===== src/rtl/tslf_pkg.sv =====
package tslf_pkg;

  // Input beat: one IR sample
  typedef struct packed {
    logic left_on_black;
    logic right_on_black;
    logic sample_valid;
  } in_item_t;

  // Output beat: one command result
  typedef struct packed {
    logic       send_frame;
    logic [5:0] left_speed;
    logic [5:0] right_speed;
    logic [8:0] wait_ticks;
    logic [2:0] route_phase;
    logic       last_of_run;
  } out_item_t;

  // One or two results produced by a single sample
  typedef struct packed {
    logic      two;
    out_item_t first;
    out_item_t second;
  } res_pair_t;

  // Configuration registers
  typedef struct packed {
    logic       j1_right;
    logic       j2_right;
    logic [7:0] start_confirm;
    logic [7:0] side_confirm;
    logic [7:0] hard_turn;
    logic [7:0] hold_samples;
    logic [7:0] marker_confirm;
    logic [7:0] reacquire;
  } cfg_t;

  localparam int unsigned CfgIdxW = 4;

  typedef enum logic [CfgIdxW-1:0] {
    CfgJ1Right       = 4'd0,
    CfgJ2Right       = 4'd1,
    CfgStartConfirm  = 4'd2,
    CfgSideConfirm   = 4'd3,
    CfgHardTurn      = 4'd4,
    CfgHoldSamples   = 4'd5,
    CfgMarkerConfirm = 4'd6,
    CfgReacquire     = 4'd7
  } cfg_idx_e;

  typedef enum logic [2:0] {
    ModeWait     = 3'd0,
    ModeDelay    = 3'd1,
    ModeFollow   = 3'd2,
    ModeJunction = 3'd3,
    ModeStopped  = 3'd4
  } mode_e;

  typedef enum logic [1:0] {
    SideNone  = 2'd0,
    SideLeft  = 2'd1,
    SideRight = 2'd2
  } side_e;

  // Route phases as reported on route_phase
  localparam logic [2:0] PhaseWait     = 3'd0;
  localparam logic [2:0] PhaseToJ1     = 3'd1;
  localparam logic [2:0] PhaseLoop     = 3'd2;
  localparam logic [2:0] PhaseToFinish = 3'd3;
  localparam logic [2:0] PhaseDone     = 3'd4;
  localparam logic [2:0] PhaseError    = 3'd5;

  // Speeds
  localparam logic [5:0] SpdStraightL  = 6'd30;
  localparam logic [5:0] SpdStraightR  = 6'd29;
  localparam logic [5:0] SpdLoopL      = 6'd27;
  localparam logic [5:0] SpdLoopR      = 6'd26;
  localparam logic [5:0] SpdFinishL    = 6'd22;
  localparam logic [5:0] SpdFinishR    = 6'd21;
  localparam logic [5:0] SpdSoftInner  = 6'd12;
  localparam logic [5:0] SpdSoftOuter  = 6'd32;
  localparam logic [5:0] SpdHardInner  = 6'd0;
  localparam logic [5:0] SpdHardOuter  = 6'd30;
  localparam logic [5:0] SpdCrawl      = 6'd17;
  localparam logic [5:0] SpdPivotJ1    = 6'd25;
  localparam logic [5:0] SpdPivotJ2    = 6'd24;
  localparam logic [5:0] SpdFineSlow   = 6'd8;
  localparam logic [5:0] SpdFineFast   = 6'd20;
  localparam logic [5:0] SpdCounterFst = 6'd18;
  localparam logic [5:0] SpdProbe      = 6'd13;
  localparam logic [5:0] SpdStop       = 6'd0;

  // Waits in ticks
  localparam logic [8:0] WaitNone    = 9'd0;
  localparam logic [8:0] WaitSample  = 9'd2;
  localparam logic [8:0] WaitStart   = 9'd300;
  localparam logic [8:0] WaitStop    = 9'd10;
  localparam logic [8:0] WaitFine    = 9'd5;
  localparam logic [8:0] WaitCounter = 9'd4;
  localparam logic [8:0] WaitProbe   = 9'd6;
  localparam logic [8:0] WaitReacq   = 9'd8;

  // Refresh and pivot timing
  localparam logic [3:0] RefreshPeriod = 4'd10;
  localparam logic [3:0] RefreshReacq  = 4'd12;
  localparam logic [3:0] RefreshMax    = 4'd15;
  localparam logic [3:0] PivotStart    = 4'd6;
  localparam logic [3:0] PivotLimit    = 4'd14;

  // Saturating 8-bit increment
  function automatic logic [7:0] sat_inc(input logic [7:0] x);
    return (x == 8'hFF) ? x : x + 8'd1;
  endfunction

  function automatic out_item_t mk_res(input logic send, input logic [5:0] l,
                                       input logic [5:0] r, input logic [8:0] w,
                                       input logic [2:0] ph, input logic last);
    out_item_t o;
    o.send_frame  = send;
    o.left_speed  = l;
    o.right_speed = r;
    o.wait_ticks  = w;
    o.route_phase = ph;
    o.last_of_run = last;
    return o;
  endfunction

endpackage


===== src/rtl/tslf_cfg.sv =====
module tslf_cfg import tslf_pkg::*; (
  input  logic               clk_i,
  input  logic               rst_ni,
  input  logic               we_i,
  input  logic [CfgIdxW-1:0] idx_i,
  input  logic [7:0]         data_i,
  output cfg_t               cfg_o
);

  cfg_t cfg_q, cfg_d;

  // Register file write decode; indexes past the list are dropped
  always_comb begin
    cfg_d = cfg_q;
    if (we_i) begin
      case (cfg_idx_e'(idx_i))
        CfgJ1Right:       cfg_d.j1_right       = data_i[0];
        CfgJ2Right:       cfg_d.j2_right       = data_i[0];
        CfgStartConfirm:  cfg_d.start_confirm  = data_i;
        CfgSideConfirm:   cfg_d.side_confirm   = data_i;
        CfgHardTurn:      cfg_d.hard_turn      = data_i;
        CfgHoldSamples:   cfg_d.hold_samples   = data_i;
        CfgMarkerConfirm: cfg_d.marker_confirm = data_i;
        CfgReacquire:     cfg_d.reacquire      = data_i;
        default:          cfg_d = cfg_q;
      endcase
    end
  end

  always_ff @(posedge clk_i or negedge rst_ni) begin
    if (!rst_ni) begin
      cfg_q.j1_right       <= 1'b0;
      cfg_q.j2_right       <= 1'b1;
      cfg_q.start_confirm  <= 8'd10;
      cfg_q.side_confirm   <= 8'd2;
      cfg_q.hard_turn      <= 8'd6;
      cfg_q.hold_samples   <= 8'd3;
      cfg_q.marker_confirm <= 8'd5;
      cfg_q.reacquire      <= 8'd4;
    end else begin
      cfg_q <= cfg_d;
    end
  end

  assign cfg_o = cfg_q;

endmodule


===== src/rtl/tslf_core.sv =====
module tslf_core import tslf_pkg::*; (
  input  logic      clk_i,
  input  logic      rst_ni,
  input  logic      fire_i,
  input  in_item_t  item_i,
  input  cfg_t      cfg_i,
  output res_pair_t res_o
);

  mode_e      mode_q, mode_d;
  side_e      side_q, side_d;
  logic [2:0] phase_q, phase_d;
  logic [7:0] start_q, start_d;
  logic [7:0] left_q, left_d;
  logic [7:0] right_q, right_d;
  logic [7:0] marker_q, marker_d;
  logic [7:0] hold_q, hold_d;
  logic [7:0] jbc_q, jbc_d;
  logic [7:0] jcc_q, jcc_d;
  logic [3:0] refresh_q, refresh_d;
  logic [3:0] pivot_q, pivot_d;

  // Sample decode
  logic lb, rb, sv, cen, lft, rgt, both;
  assign lb   = item_i.left_on_black;
  assign rb   = item_i.right_on_black;
  assign sv   = item_i.sample_valid;
  assign cen  = !lb && !rb;
  assign lft  = lb && !rb;
  assign rgt  = !lb && rb;
  assign both = lb && rb;

  // Counter increments and threshold checks
  logic [7:0] start_new, left_inc, right_inc, marker_inc, jbc_inc, jcc_inc;
  logic       start_ok, side_ok_l, side_ok_r, marker_ok, reacq_ok;
  assign start_new  = cen ? sat_inc(start_q) : 8'd0;
  assign left_inc   = sat_inc(left_q);
  assign right_inc  = sat_inc(right_q);
  assign marker_inc = sat_inc(marker_q);
  assign jbc_inc    = sat_inc(jbc_q);
  assign jcc_inc    = sat_inc(jcc_q);
  assign start_ok   = start_new >= cfg_i.start_confirm;
  assign side_ok_l  = left_inc >= cfg_i.side_confirm;
  assign side_ok_r  = right_inc >= cfg_i.side_confirm;
  assign marker_ok  = marker_inc >= cfg_i.marker_confirm;
  assign reacq_ok   = jcc_inc >= cfg_i.reacquire;

  // Correction strength: soft below the hard threshold
  logic       soft_side, soft_hold;
  logic [5:0] side_inner, side_outer, hold_inner, hold_outer;
  assign soft_side  = (lft ? left_inc : right_inc) < cfg_i.hard_turn;
  assign soft_hold  = 8'd1 < cfg_i.hard_turn;
  assign side_inner = soft_side ? SpdSoftInner : SpdHardInner;
  assign side_outer = soft_side ? SpdSoftOuter : SpdHardOuter;
  assign hold_inner = soft_hold ? SpdSoftInner : SpdHardInner;
  assign hold_outer = soft_hold ? SpdSoftOuter : SpdHardOuter;

  // Junction turn context
  logic       right_turn, expected;
  logic [5:0] pivot_spd;
  logic [4:0] pivot_sum;
  logic [3:0] pivot_next;
  assign right_turn = (phase_q == PhaseToJ1) ? cfg_i.j1_right : cfg_i.j2_right;
  assign pivot_spd  = (phase_q == PhaseToJ1) ? SpdPivotJ1 : SpdPivotJ2;
  assign expected   = right_turn ? rgt : lft;
  assign pivot_sum  = {1'b0, pivot_q} + 5'd2;
  always_comb begin
    pivot_next = pivot_q;
    if (jbc_inc[1:0] == 2'b00 && pivot_q < PivotLimit) begin
      pivot_next = (pivot_sum > {1'b0, PivotLimit}) ? PivotLimit : pivot_sum[3:0];
    end
  end

  // Refresh advance per follow sample, saturating
  logic [3:0] refresh_base;
  logic [4:0] refresh_sum;

  // Next state
  always_comb begin
    mode_d       = mode_q;
    side_d       = side_q;
    phase_d      = phase_q;
    start_d      = start_q;
    left_d       = left_q;
    right_d      = right_q;
    marker_d     = marker_q;
    hold_d       = hold_q;
    jbc_d        = jbc_q;
    jcc_d        = jcc_q;
    refresh_d    = refresh_q;
    pivot_d      = pivot_q;
    refresh_base = refresh_q;
    refresh_sum  = {1'b0, refresh_q} + 5'd2;
    case (mode_q)
      ModeWait: begin
        if (sv) begin
          start_d = start_new;
          if (start_ok) mode_d = ModeDelay;
        end
      end
      ModeDelay: begin
        if (sv && cen) begin
          phase_d = PhaseToJ1;
          mode_d  = ModeFollow;
        end else begin
          start_d = 8'd0;
          mode_d  = ModeWait;
        end
      end
      ModeFollow: begin
        if (!sv) begin
          phase_d = PhaseError;
          mode_d  = ModeStopped;
        end else if (cen) begin
          left_d   = 8'd0;
          right_d  = 8'd0;
          marker_d = 8'd0;
          if (hold_q != 8'd0) begin
            hold_d = hold_q - 8'd1;
          end else if (refresh_q >= RefreshPeriod) begin
            refresh_base = 4'd0;
          end
          refresh_sum = {1'b0, refresh_base} + 5'd2;
          refresh_d   = refresh_sum[4] ? RefreshMax : refresh_sum[3:0];
        end else if (lft || rgt) begin
          left_d   = lft ? left_inc : 8'd0;
          right_d  = rgt ? right_inc : 8'd0;
          marker_d = 8'd0;
          if ((lft && side_ok_l) || (rgt && side_ok_r)) begin
            side_d = lft ? SideLeft : SideRight;
            hold_d = cfg_i.hold_samples;
          end
          refresh_d = refresh_sum[4] ? RefreshMax : refresh_sum[3:0];
        end else begin
          left_d  = 8'd0;
          right_d = 8'd0;
          hold_d  = 8'd0;
          if (marker_ok) begin
            marker_d  = 8'd0;
            refresh_d = RefreshPeriod;
            if (phase_q == PhaseToJ1 || phase_q == PhaseLoop) begin
              mode_d  = ModeJunction;
              jbc_d   = 8'd0;
              jcc_d   = 8'd0;
              pivot_d = PivotStart;
            end else begin
              phase_d = PhaseDone;
              mode_d  = ModeStopped;
            end
          end else begin
            marker_d  = marker_inc;
            refresh_d = refresh_sum[4] ? RefreshMax : refresh_sum[3:0];
          end
        end
      end
      ModeJunction: begin
        if (!sv) begin
          left_d    = 8'd0;
          right_d   = 8'd0;
          marker_d  = 8'd0;
          hold_d    = 8'd0;
          refresh_d = RefreshReacq;
          phase_d   = PhaseError;
          mode_d    = ModeStopped;
        end else if (both) begin
          jcc_d   = 8'd0;
          jbc_d   = jbc_inc;
          pivot_d = pivot_next;
        end else if (cen) begin
          jbc_d = 8'd0;
          jcc_d = jcc_inc;
          if (reacq_ok) begin
            phase_d   = (phase_q == PhaseToJ1) ? PhaseLoop : PhaseToFinish;
            mode_d    = ModeFollow;
            left_d    = 8'd0;
            right_d   = 8'd0;
            marker_d  = 8'd0;
            hold_d    = 8'd0;
            refresh_d = RefreshReacq;
          end
        end else begin
          jbc_d = 8'd0;
          jcc_d = 8'd0;
        end
      end
      default: begin
        mode_d = ModeStopped;
      end
    endcase
  end

  // Result generation
  always_comb begin
    logic       send, two;
    logic [5:0] l, r;
    logic [8:0] w;
    send = 1'b0;
    two  = 1'b0;
    l    = SpdStop;
    r    = SpdStop;
    w    = WaitSample;
    case (mode_q)
      ModeWait: begin
        if (!sv) send = 1'b1;
        else if (start_ok) w = WaitStart;
      end
      ModeDelay: begin
        if (sv && cen) w = WaitNone;
      end
      ModeFollow: begin
        if (!sv) begin
          send = 1'b1;
          w    = WaitNone;
        end else if (cen) begin
          if (hold_q != 8'd0) begin
            if (side_q == SideLeft) begin
              send = 1'b1;
              l    = hold_inner;
              r    = hold_outer;
            end else if (side_q == SideRight) begin
              send = 1'b1;
              l    = hold_outer;
              r    = hold_inner;
            end
          end else if (refresh_q >= RefreshPeriod) begin
            send = 1'b1;
            if (phase_q == PhaseLoop) begin
              l = SpdLoopL;
              r = SpdLoopR;
            end else if (phase_q == PhaseToFinish) begin
              l = SpdFinishL;
              r = SpdFinishR;
            end else begin
              l = SpdStraightL;
              r = SpdStraightR;
            end
          end
        end else if (lft) begin
          if (side_ok_l) begin
            send = 1'b1;
            l    = side_inner;
            r    = side_outer;
          end
        end else if (rgt) begin
          if (side_ok_r) begin
            send = 1'b1;
            l    = side_outer;
            r    = side_inner;
          end
        end else begin
          send = 1'b1;
          l    = SpdCrawl;
          r    = SpdCrawl;
          if (marker_ok) begin
            w = WaitNone;
            // finish marker: crawl then stop
            if (!(phase_q == PhaseToJ1 || phase_q == PhaseLoop)) two = 1'b1;
          end
        end
      end
      ModeJunction: begin
        send = 1'b1;
        if (!sv) begin
          w = WaitSample;
        end else if (both) begin
          w = {5'd0, pivot_next};
          if (right_turn) l = pivot_spd;
          else r = pivot_spd;
        end else if (cen) begin
          l = SpdProbe;
          r = SpdProbe;
          w = reacq_ok ? WaitReacq : WaitProbe;
        end else if (expected) begin
          w = WaitFine;
          l = right_turn ? SpdFineFast : SpdFineSlow;
          r = right_turn ? SpdFineSlow : SpdFineFast;
        end else begin
          w = WaitCounter;
          l = right_turn ? SpdFineSlow : SpdCounterFst;
          r = right_turn ? SpdCounterFst : SpdFineSlow;
        end
      end
      default: begin
        send = 1'b1;
        w    = WaitStop;
      end
    endcase
    res_o.two    = two;
    res_o.first  = mk_res(send, l, r, two ? WaitNone : w, phase_d, !two);
    res_o.second = mk_res(1'b1, SpdStop, SpdStop, WaitSample, phase_d, 1'b1);
  end

  // State registers, updated once per accepted sample
  always_ff @(posedge clk_i or negedge rst_ni) begin
    if (!rst_ni) begin
      mode_q    <= ModeWait;
      side_q    <= SideNone;
      phase_q   <= PhaseWait;
      start_q   <= 8'd0;
      left_q    <= 8'd0;
      right_q   <= 8'd0;
      marker_q  <= 8'd0;
      hold_q    <= 8'd0;
      jbc_q     <= 8'd0;
      jcc_q     <= 8'd0;
      refresh_q <= RefreshPeriod;
      pivot_q   <= PivotStart;
    end else if (fire_i) begin
      mode_q    <= mode_d;
      side_q    <= side_d;
      phase_q   <= phase_d;
      start_q   <= start_d;
      left_q    <= left_d;
      right_q   <= right_d;
      marker_q  <= marker_d;
      hold_q    <= hold_d;
      jbc_q     <= jbc_d;
      jcc_q     <= jcc_d;
      refresh_q <= refresh_d;
      pivot_q   <= pivot_d;
    end
  end

endmodule


===== src/rtl/tslf_outq.sv =====
module tslf_outq import tslf_pkg::*; (
  input  logic      clk_i,
  input  logic      rst_ni,
  input  logic      push_i,
  input  res_pair_t res_i,
  output logic      can_push_o,
  output logic      out_valid_o,
  input  logic      out_stall_i,
  output out_item_t out_data_o
);

  logic [1:0] cnt_q, cnt_d;
  out_item_t  head_q, head_d;
  out_item_t  tail_q, tail_d;
  logic       pop;

  assign pop        = (cnt_q != 2'd0) && !out_stall_i;
  // Take a new sample only when the buffer is empty or drains this cycle
  assign can_push_o = (cnt_q == 2'd0) || (cnt_q == 2'd1 && pop);

  always_comb begin
    cnt_d  = cnt_q;
    head_d = head_q;
    tail_d = tail_q;
    if (push_i) begin
      head_d = res_i.first;
      tail_d = res_i.second;
      cnt_d  = res_i.two ? 2'd2 : 2'd1;
    end else if (pop) begin
      head_d = tail_q;
      cnt_d  = cnt_q - 2'd1;
    end
  end

  always_ff @(posedge clk_i or negedge rst_ni) begin
    if (!rst_ni) begin
      cnt_q <= 2'd0;
    end else begin
      cnt_q <= cnt_d;
    end
  end

  always_ff @(posedge clk_i) begin
    head_q <= head_d;
    tail_q <= tail_d;
  end

  assign out_valid_o = cnt_q != 2'd0;
  assign out_data_o  = head_q;

endmodule


===== src/rtl/two_sensor_line_follow_route_sequencer.sv =====
// Channel   Direction  Handshake                 Beat
// in        input      in_valid_i / in_stall_o   in_item_t: one IR sample
// out       output     out_valid_o / out_stall_i out_item_t: one command result
// cfg       input      cfg_valid_i / cfg_ready_o register index + 8-bit data
//
// A sample is decoded and the route state updated in the cycle it is accepted;
// its results sit in a two-entry result register the next cycle.
// Samples giving one result flow at one per cycle while the output is not stalled;
// the finish marker sample gives two results, which leave in turn through the single output port.
// Reset restores the register defaults and the wait-for-start state.
// in_stall_o rises while results are pending that will not drain this cycle.
module two_sensor_line_follow_route_sequencer import tslf_pkg::*; (
  input  logic               clk_i,
  input  logic               rst_ni,
  input  logic               in_valid_i,
  output logic               in_stall_o,
  input  in_item_t           in_data_i,
  output logic               out_valid_o,
  input  logic               out_stall_i,
  output out_item_t          out_data_o,
  input  logic               cfg_valid_i,
  output logic               cfg_ready_o,
  input  logic [CfgIdxW-1:0] cfg_index_i,
  input  logic [7:0]         cfg_data_i
);

  cfg_t      cfg;
  res_pair_t res;
  logic      can_push, in_fire;

  assign cfg_ready_o = 1'b1;
  assign in_stall_o  = !can_push;
  assign in_fire     = in_valid_i && can_push;

  tslf_cfg u_cfg (
    .clk_i  (clk_i),
    .rst_ni (rst_ni),
    .we_i   (cfg_valid_i && cfg_ready_o),
    .idx_i  (cfg_index_i),
    .data_i (cfg_data_i),
    .cfg_o  (cfg)
  );

  tslf_core u_core (
    .clk_i  (clk_i),
    .rst_ni (rst_ni),
    .fire_i (in_fire),
    .item_i (in_data_i),
    .cfg_i  (cfg),
    .res_o  (res)
  );

  tslf_outq u_outq (
    .clk_i       (clk_i),
    .rst_ni      (rst_ni),
    .push_i      (in_fire),
    .res_i       (res),
    .can_push_o  (can_push),
    .out_valid_o (out_valid_o),
    .out_stall_i (out_stall_i),
    .out_data_o  (out_data_o)
  );

endmodule


===== config.mk =====
export PLATFORM = sky130hd
export DESIGN_NAME = two_sensor_line_follow_route_sequencer
export DESIGN_NICKNAME = d
export VERILOG_FILES = /design/src/rtl/tslf_pkg.sv /design/src/rtl/tslf_cfg.sv /design/src/rtl/tslf_core.sv /design/src/rtl/tslf_outq.sv /design/src/rtl/two_sensor_line_follow_route_sequencer.sv
export SDC_FILE = /design/constraint.sdc
export NUM_CORES = 1
export LEC_CHECK = 0
export BUFFER_PORTS_ARGS = -buffer_cell sky130_fd_sc_hd__buf_2
export CAP_MARGIN = 0
export CORE_UTILIZATION = 60
export DETAILED_ROUTE_END_ITERATION = 7
export PLACE_DENSITY_LB_ADDON = 0.12
export SLEW_MARGIN = 5
export SYNTH_ARGS = -nofsm -noshare
export SYNTH_HDL_FRONTEND = slang
export SYNTH_SLANG_ARGS = --single-unit

===== constraint.sdc =====
create_clock -name clk_i -period 10.5 [get_ports clk_i]
set_input_delay 2.1 -clock clk_i [delete_from_list [all_inputs] [get_ports clk_i]]
set_output_delay 2.1 -clock clk_i [all_outputs]
set_load 0.02 [all_outputs]

# Yosys cells after proc, flatten, opt, wreduce, memory -nomap -nowiden
# Index checks and enable logic that the tools add are counted.
# totals
reg_bits	153
input_bits	20
out_inout_bits	29
# classes
n_addsub	11
order_cmp	10
eq_ne	41
muxes	186
bitwise_logic	1
reduce_logical	45
# op_table
op	n
8-bit two-way mux	41
6-bit two-way mux	34
4-bit two-way mux	29
8-bit case mux with 2 select lines	7
9-bit two-way mux	10
3-bit two-way mux	21
26-bit two-way mux	2
8-bit by 1-bit adder with 8-bit output (second input constant)	6
8-bit == test (second input constant)	6
8-bit >= comparator	5
9-bit case mux with 4 select lines	1
9-bit AND reduction	3
6-bit case mux with 2 select lines	2
1-bit two-way mux	23
5-bit two-way mux	4
4-bit by 3-bit == test with 1-bit output (second input constant)	4
4-bit case mux with 2 select lines	2
2-bit AND reduction	8
8-bit AND reduction	2
4-bit by 2-bit adder with 5-bit output (second input constant)	3
3-bit != test (second input constant)	5
2-bit two-way mux	7
3-bit by 2-bit == test with 1-bit output (second input constant)	4
2-bit != test (second input constant)	6
other kinds (29)	59

# Longest topological paths before layout
# Gate-level depths: netlist of run 1.
# logic_depth
word_depth	12
mapped_depth	16
mapped_depth_nobuf	15

# Modules after synthesis
# Synthesis of run 1 repeated with hierarchy kept, for this count alone.
# unflattened
hier_cells	1172
area_unflattened_um2	11315.9
# by_module_without_submodules
mod	instances	cells_per_inst	area_each_um2	seq_area_each_um2
tslf_core	1	956	7319.5	1781.7
tslf_outq	1	98	2015.7	1611.5
tslf_cfg	1	114	1959.4	1265.0
two_sensor_line_follow_route_sequencer	1	4	21.3	0.0

# Worst setup path after synthesis of run 1
# No wires, ideal clock.
# synth_path
path_type	input port to flip-flop
startpoint	input in_data_i[1] in the netlist's numbering
endpoint	register u_core.mode_q[0]
setup_ps	125
arrival_time_ps	4774
t_required_ps	10375
setup_slack_ps	5601
cell_stages	15
n_path_buf	3
cell_sequence	inv_1 > ha_1 > buf_1 > clkbuf_1 > clkbuf_1 > o21ai_0 > nor2_1 > ha_1 > a21o_1 > a31oi_1 > o21ai_0 > a211oi_1 > o21bai_1 > a21boi_0 > mux2_2
# synth_between
elab_chain_len	6
# synth_rtl
item	line	text
start, declared	two_sensor_line_follow_route_sequencer.sv:17	input in_item_t in_data_i,
1-bit logical NOT	tslf_core.sv:28, tslf_core.sv:29	
1-bit logical AND	tslf_core.sv:28	assign cen = !lb && !rb;
8-bit two-way mux	tslf_core.sv:36	assign start_new = cen ? sat_inc(start_q) : 8'd0;
8-bit >= comparator	tslf_core.sv:42	assign start_ok = start_new >= cfg_i.start_confirm;
2-bit by 1-bit != test with 1-bit output (no line)	n/a	
9-bit AND reduction (no line) *	n/a	
end signal, assigned	tslf_core.sv:296	mode_q <= ModeWait;
end signal, assigned	tslf_core.sv:309	mode_q <= mode_d;
end, declared	tslf_core.sv:10	mode_e mode_q, mode_d;
# Every way passes the cells marked *; elsewhere a longest branch is shown, timed or not.
# A chain may end at the register's enable or synchronous reset.

# Final worst setup path of run 1
# layout_path
startpoint	input in_data_i[1] in the netlist's numbering
endpoint	register u_core.left_q[6]
# layout_between
elab_chain_len	7
# layout_rtl
item	line	text
1-bit logical NOT	tslf_core.sv:28, tslf_core.sv:29	
1-bit logical AND	tslf_core.sv:29	assign lft = lb && !rb;
8-bit two-way mux / 1-bit logical OR (equally long branches)	tslf_core.sv:126, tslf_core.sv:125	
8-bit two-way mux	tslf_core.sv:125	end else if (lft || rgt) begin
8-bit two-way mux	tslf_core.sv:114	end else if (cen) begin
8-bit two-way mux	tslf_core.sv:111	if (!sv) begin
8-bit case mux with 2 select lines	tslf_core.sv:94	case (mode_q)
end signal, assigned	tslf_core.sv:313	left_q <= left_d;
end, declared	tslf_core.sv:14	logic [7:0] left_q, left_d;
# Parallel ways exist; a longest one is shown, timed or not. The select of a mux whose other input is x is not followed.

==> flow_summary_export.csv, run 1 <==
group,metric,value,unit
synthesis,ys_seq_area_share,38.8,%
cts,numCtsBuffers,17,
power_and_ir_drop,vdd_ir_drop_max,0.134,mV
cells_and_area,layout_common_cells,"nand2_1, dfrtp_1, nor2_1",
cells_and_area,diodes,0,
cells_and_area,nNetsFinal,1199,
sta,slew_violations,0,
synthesis,synth-simple-area-share,18.7,%
route,first_iter_violations,705,
route,drc,0,
grt,grt_max_degree,77,
worst_setup_path,crit_chain,"buf_2 -> inv_1 -> ha_1 -> buf_4 -> nor2b_1 -> o21ai_1 -> o21a_1 -> or3_1 -> o41ai_1",
power_and_ir_drop,p_clk_share,29.7,%
route,routedWlPerCell,18.5,um
synthesis,ys.flop_type,"dfrtp_1",
synthesis,synth-compound-area-share,21.1,%
place,finalWeightedCongestion,0.932,
synthesis,yosys.area_share.xor_xnor,2.09,%
power_and_ir_drop,internal_power,1340,uW
synthesis,ys_warn_count,0,
route,ant_nets,0,
sta,fin_crit,5.03,ns
cts,htreeDepth,4,
place,dpl.hpwl,17800,um
worst_setup_path,crit_slowest_cell,"or3_1",
outcome,status,"complete, no violations",
cts,cts_tree,"built",
synthesis,synth_top_family_by_area,"compound AO/OA/AOI/OAI gates",
power_and_ir_drop,switching_share,36.3,%
route,viasPerCell,6.30,
synthesis,synth_edf_count,25,
sta,rsz0062_at_grt,"no",
power_and_ir_drop,combPwrFrac,30.6,%
cells_and_area,area_growth,8.89,%
die,die-area,17100,um2
power_and_ir_drop,p_switching,761,uW
worst_setup_path,path_max_fanout,40,
synthesis,muxShareOfSynthArea,5.76,%
cells_and_area,final_common_cell,"nand2_1",
die,floorplan.initialDensity,62.0,%
die,placementRows,46,
die,dieWidth,131,um
sta,post-route-period-util,47.9,%
worst_setup_path,rrSetupSlack,6.39,ns
hold_path,min_path_type,"reg -> reg",
sta,timing.setup.tns,0,ns
synthesis,ys_seq_elements,148,
cts,clock-sinks,148,
worst_setup_path,end_kind,"flip-flop",
synthesis,syn_avg_cell_area,9.09,um2
cts,post_cts_buffers,0,
synthesis,synthCells,1092,
sta,hold_violations,0,
grt,track_usage,30.5,%
worst_setup_path,cp_top_family,"simple AND/OR/NAND/NOR gates",
flow_run,maxCapViolCount,0,
synthesis,ys_types,101,
worst_setup_path,critPathMaxStageDelay,0.81,ns
sta,finClkSkew,0.0110,ns
place,port_buffers,44,
sta,hold_ws,0.507,ns
synthesis,netlist_area,9920,um2
route,dr.pass1.iters,7,
sta,setup_viol,0,
cts,ctsHoldBuffers,0,
cts,insertion_delay,0.43,ns
route,via_count,8450,
die,io_pins,49,
worst_setup_path,critPathArrivalTime,5.35,ns
power_and_ir_drop,finalPower,2100,uW
worst_setup_path,cp.required,10.82,ns
sta,slew_headroom,25.0,%
die,core-area,16000,um2
cts,root_buffer,"clkbuf_16",
cts,post_cts_resized,0,
synthesis,synth_fa_ha_area_share,8.32,%
cells_and_area,drive_gt1_share,15.8,%
power_and_ir_drop,pwr-share-seq,39.7,%
sta,worstMarginPinSlew,1.12,ns
worst_setup_path,start_kind,"primary input",
power_and_ir_drop,p_per_area,194,nW/um2
cts,cts.clk_slew.worst_paths,0.06,ns
grt,gr-total-overflow,0,
die,fp.dieH,131,um
grt,grt_pass1_wl,40100,um
grt,grt_pass1_vias,7752,
grt,antenna_found_initial,0,
worst_setup_path,path_buf_inv,3,
power_and_ir_drop,total_leakage_power,0.00476,uW
route,wirelength,24900,um
worst_setup_path,critical_path_class,"in -> reg",
sta,max_freq,199,MHz
cts,cts_buffer_depth,2,
synthesis,ys_async_sr_fraction,83.1,%
[path summary, 6_finish.rpt]
path | from | end | cells past startpoint
hold / removal | u_cfg.cfg_o[44]$_DFFE_PN0P_ | u_cfg.cfg_o[44]$_DFFE_PN0P_ | 1
min in group asynchronous | rst_ni | u_core.right_q[1]$_DFFE_PN0P_ | 1
setup / recovery | in_data_i[1] | u_core.left_q[6]$_DFFE_PN0P_ | 9
hold reg to reg | u_cfg.cfg_o[44]$_DFFE_PN0P_ | u_cfg.cfg_o[44]$_DFFE_PN0P_ | 1
setup reg to reg | u_core.left_q[0]$_DFFE_PN0P_ | u_core.hold_q[3]$_DFFE_PN0P_ | 11
max in group asynchronous | rst_ni | u_core.pivot_q[0]$_DFFE_PN0P_ | 2
[power groups by stage]
stage	clock network (uW)	logic (uW)	registers (uW)
after CTS	629	638	830
after floorplan	0	481	823
after global routing	650	717	849
after global placement	0	620	838
after detailed placement	0	634	840
final	623	641	834
[through the flow]
| step | worst slack (ns) | area, um2 | utilization (%) | instances |
|---|---|---|---|---|
| after floorplan | 5.60 | 9930 | - | 1094 |
| after global placement | 5.25 | 10200 | 63.8 | 1310 |
| after detailed placement | 5.07 | 10200 | 63.8 | 1310 |
| after CTS | 5.53 | 10800 | 67.5 | 1342 |
| after global routing | 5.12 | 10800 | 67.5 | 1342 |
| final | 5.47 | 10800 | 67.5 | 1342 |
[logic make-up after synthesis]
group,Yosys count
compound gates,309
xor+xnor,22
fa+ha+maj,66
buf+inv,119
flops,148
mux,51
other cells,2
simple gates,375
[layout make-up]
| class | instances | area (um2) |
|---|---|---|
| Clock inverter | 13 | 143 |
| Fill cell | 1331 | 5190 |
| Sequential cell | 148 | 3850 |
| Clock buffer | 19 | 453 |
| Multi-Input combinational cell | 827 | 5570 |
| Timing Repair Buffer | 49 | 260 |
| Tap cell | 216 | 270 |
| Inverter | 70 | 265 |
[metal layers]
metal | wire length, um | global-route usage (%)
met5 | 0 | 0
met4 | 562 | 11.4
met3 | 1680 | 5.62
met2 | 11300 | 46.9
met1 | 11300 | 42.9
[sequential cells by signal (all words and copies together), names as in the netlist]
| register | flops |
|---|---|
| u_outq.out_data_o | 22 |
| u_cfg.cfg_o | 50 |
| u_outq.tail_q | 3 |
| u_core.refresh_q | 3 |
| u_core.hold_q | 8 |
| u_core.mode_q | 3 |
| u_core.jbc_q | 8 |
| u_outq.cnt_q | 2 |
| u_core.marker_q | 8 |
| u_core.right_q | 8 |
| u_core.side_q | 2 |
| u_core.left_q | 8 |
| u_core.start_q | 8 |
| u_core.phase_q | 3 |
| u_core.jcc_q | 8 |
| u_core.pivot_q | 4 |
[worst reg2reg max path, stage by stage (launching register included)]
cell and delay, ns:
dfrtp_1 0.46, ha_1 0.28, and3_2 0.26, or4b_2 0.63, o21ai_0 0.13, inv_1 0.12, ha_1 0.21, a2111oi_1 0.40
a31oi_2 0.35, a2111oi_4 0.60, or2_1 0.40, o22ai_1 0.15
[synthesized netlist by cell type, types with 4 or more instances]
| cell type | number | area (um2) |
|---|---|---|
| nand2_1 | 119 | 447 |
| dfrtp_1 | 108 | 2700 |
| nor2_1 | 94 | 353 |
| o21ai_0 | 84 | 420 |
| inv_1 | 68 | 255 |
| ha_1 | 66 | 826 |
| a21oi_1 | 64 | 320 |
| nand3_1 | 43 | 215 |
| mux2_2 | 40 | 450 |
| nor3_1 | 26 | 130 |
| edfxtp_1 | 25 | 751 |
| clkbuf_1 | 24 | 90.1 |
| a31oi_1 | 21 | 131 |
| o31ai_1 | 20 | 150 |
| dfstp_2 | 15 | 394 |
| xnor2_1 | 13 | 114 |
| buf_2 | 12 | 60.1 |
| a21o_1 | 11 | 82.6 |
| nand2b_1 | 11 | 68.8 |
| nand4_1 | 11 | 68.8 |
| o21a_1 | 11 | 82.6 |
| a22o_1 | 10 | 87.6 |
| and2_1 | 10 | 62.6 |
| and3_1 | 10 | 62.6 |
| o21ai_1 | 9 | 45.0 |
| buf_4 | 8 | 60.1 |
| mux2i_1 | 8 | 80.1 |
| a211oi_1 | 7 | 52.6 |
| nor2b_1 | 7 | 43.8 |
| xor2_1 | 7 | 61.3 |
| o211ai_1 | 6 | 45.0 |
| or3_1 | 6 | 37.5 |
| a21boi_0 | 5 | 37.5 |
| a32oi_1 | 5 | 43.8 |
| a41o_1 | 5 | 50.1 |
| nand3b_1 | 5 | 37.5 |
| nor4_1 | 5 | 31.3 |
| a41oi_1 | 4 | 35.0 |
| o22ai_1 | 4 | 25.0 |
Note: power is estimated with default switching activity, not from simulation.
==> run 2: changes to the inputs <==
--- a/config.mk
+++ b/config.mk
@@ -5,6 +5,7 @@
 export SDC_FILE = /design/constraint.sdc
 export NUM_CORES = 1
 export LEC_CHECK = 0
+export ABC_AREA = 1
 export BUFFER_PORTS_ARGS = -buffer_cell sky130_fd_sc_hd__buf_2
 export CAP_MARGIN = 0
 export CORE_UTILIZATION = 60
==> constraint.sdc (replaced) <==
create_clock -name clk_i -period 4.83 [get_ports clk_i]
set_input_delay 0.966 -clock clk_i [delete_from_list [all_inputs] [get_ports clk_i]]
set_output_delay 0.966 -clock clk_i [all_outputs]
set_load 0.02 [all_outputs]
==> flow_summary_export.csv, run 2 <==
group,metric,value,unit
cts,post_cts_resized,0,
grt,antenna_found_initial,0,
die,placementRows,45,
worst_setup_path,path_buf_inv,6,
cells_and_area,nNetsFinal,1363,
worst_setup_path,crit_top_cell,"nand2_1",
power_and_ir_drop,p_per_area,363,nW/um2
cts,cts.clk_slew.worst_paths,0.06,ns
worst_setup_path,cp.required,5.14,ns
cells_and_area,area_growth,10.7,%
route,via_count,8347,
synthesis,ys_seq_elements,148,
outcome,status,"complete, no violations",
cts,ctsHoldBuffers,0,
sta,timing.setup.tns,0,ns
cts,clock-sinks,148,
worst_setup_path,critPathMaxStageDelay,0.39,ns
die,fp.dieH,128,um
synthesis,ys_types,62,
route,dr.pass1.iters,8,
cells_and_area,layout_common_cells,"nand2_1, inv_1, dfrtp_1",
worst_setup_path,critPathArrivalTime,4.28,ns
die,die-area,16400,um2
cells_and_area,fin_area,10600,um2
synthesis,ys_async_sr_fraction,83.1,%
cells_and_area,final_common_cell,"nand2_1",
sta,worstMarginPinSlew,1.09,ns
sta,fin_crit,3.97,ns
power_and_ir_drop,finalPower,3840,uW
synthesis,yosysMostFrequentCell,"nand2_1",
sta,rsz0062_at_grt,"no",
power_and_ir_drop,total_leakage_power,0.00521,uW
flow_run,maxCapViolCount,0,
sta,worst_slack,0.860,ns
sta,setup_viol,0,
place,dp.cells,1469,
worst_setup_path,crit_slowest_cell,"nor4_1",
sta,max_freq,252,MHz
place,dpl.hpwl,17000,um
cells_and_area,diodes,0,
worst_setup_path,critical_path_class,"reg -> reg",
sta,slew_headroom,27.2,%
grt,grt_pass1_vias,7921,
route,ant_nets,0,
route,first_iter_violations,748,
power_and_ir_drop,vdd_ir_drop_max,0.270,mV
place,port_buffers,44,
synthesis,syn_avg_cell_area,7.73,um2
synthesis,ys.flop_type,"dfrtp_1",
worst_setup_path,start_kind,"flip-flop",
synthesis,ys_warn_count,0,
cts,root_buffer,"clkbuf_16",
sta,post-route-period-util,82.2,%
synthesis,synth_top_area_share,28.3,%
die,dieWidth,128,um
cts,htreeDepth,4,
synthesis,ys_seq_area_share,40.3,%
sta,hold_violations,0,
hold_path,min_path_type,"reg -> reg",
synthesis,yosysTopAreaCell,"dfrtp_1",
grt,grt_max_degree,74,
place,finalWeightedCongestion,0.981,
cts,cts_buffer_depth,2,
sta,slew_violations,0,
grt,grt_pass1_wl,38200,um
sta,finClkSkew,0.0105,ns
cts,post_cts_buffers,0,
die,io_pins,49,
route,viasPerCell,5.56,
cts,insertion_delay,0.43,ns
cts,numCtsBuffers,17,
synthesis,synth_edf_count,25,
route,drc,0,
cells_and_area,fin_cells,1501,
cells_and_area,drive_gt1_share,12.3,%
place,placed_area,9960,um2
cells_and_area,largest_register_ffs,50,
route,routedWlPerCell,15.1,um
die,core-area,15400,um2
die,floorplan.initialDensity,62.1,%
route,wirelength,22700,um
synthesis,netlist_area,9550,um2
worst_setup_path,cp_top_family,"simple AND/OR/NAND/NOR gates",
place,place_ws,0.927,ns
worst_setup_path,path_max_fanout,24,
grt,track_usage,29.9,%
synthesis,synthCells,1235,
worst_setup_path,end_kind,"flip-flop",
synthesis,yosys-top-cells-area,"dfrtp_1, nand2_1, ha_1",
grt,gr-total-overflow,0,
synthesis,ys_top_cells_by_count,"nand2_1, inv_1, dfrtp_1",
cts,cts_tree,"built",
worst_setup_path,crit_chain,"ha_1 -> inv_1 -> nor4_1 -> nand3_1 -> inv_1 -> nor3_1 -> nand2_1 -> xor2_1 -> inv_1 -> ha_1 -> a21oi_1 -> o21a_1 -> nand3_1 -> nand2_1 -> clkinv_1 -> nor2_2 -> inv_2 -> nand2_4 -> a21oi_1 -> nand2_1 -> inv_2 -> nand2_1 -> o21ai_1",
[run 2: layout make-up]
cell class	instances	area (um2)
multi-input combinational	852	4790
clock buffer	20	467
inverter	207	779
tap	211	264
timing repair buffer	51	275
clock inverter	12	150
fill	1273	4800
sequential	148	3850
[run 2: cell families after synthesis]
logic type      after synthesis  share of synthesized area (%)
fa+ha+maj                    66                           8.65
flops                       148                           40.3
compound gates              268                           15.9
simple gates                491                           23.1
xor+xnor                     22                           2.10
mux                           1                          0.118
other cells                   2                         0.0786
buf+inv                     237                           9.68
[run 2: report_power, final]
group          switching [uW]  leakage (uW)  internal, uW
registers                79.4       0.00162          1490
clock network             535      0.000303           853
logic                     608       0.00328           271
total                    1220       0.00521          2620
[run 2: tightest hold or removal path: stages (launching register included)]
cell,delay (ns)
dfrtp_1,0.34
nand2_1,0.05
o21ai_0,0.06
[run 2: path summary, 6_finish.rpt]
kind	cells past startpoint	start	slack (ns)	to
min in group asynchronous	1	rst_ni	0.66	u_core.left_q[1]$_DFFE_PN0P_
hold reg to reg	2	u_cfg.cfg_o[35]$_DFFE_PN0P_	0.48	u_cfg.cfg_o[35]$_DFFE_PN0P_
setup / recovery	23	u_core.jcc_q[0]$_DFFE_PN0P_	0.86	u_core.hold_q[6]$_DFFE_PN0P_
hold / removal	2	u_cfg.cfg_o[35]$_DFFE_PN0P_	0.48	u_cfg.cfg_o[35]$_DFFE_PN0P_
setup reg to reg	23	u_core.jcc_q[0]$_DFFE_PN0P_	0.86	u_core.hold_q[6]$_DFFE_PN0P_
max in group asynchronous	2	rst_ni	3.11	u_cfg.cfg_o[26]$_DFFE_PN1P_
[run 2: metal layers]
layer,part of all wire (%),routed length [um],up-vias,global-route usage (%)
met5,0,0,-,0
met2,47,10600,235,48.2
li1,-,-,4179,-
met3,5.1,1170,37,5.76
met1,46,10500,3896,40.7
met4,1.9,433,0,9.83
[run 2: metrics by stage]
| stage | hold slack [ns] | utilization, % |
|---|---|---|
| after floorplan | 0.452 | - |
| after global placement | 0.466 | 64.8 |
| after detailed placement | 0.476 | 64.8 |
| after CTS | 0.491 | 68.8 |
| after global routing | 0.510 | 68.8 |
| final | 0.484 | 68.8 |
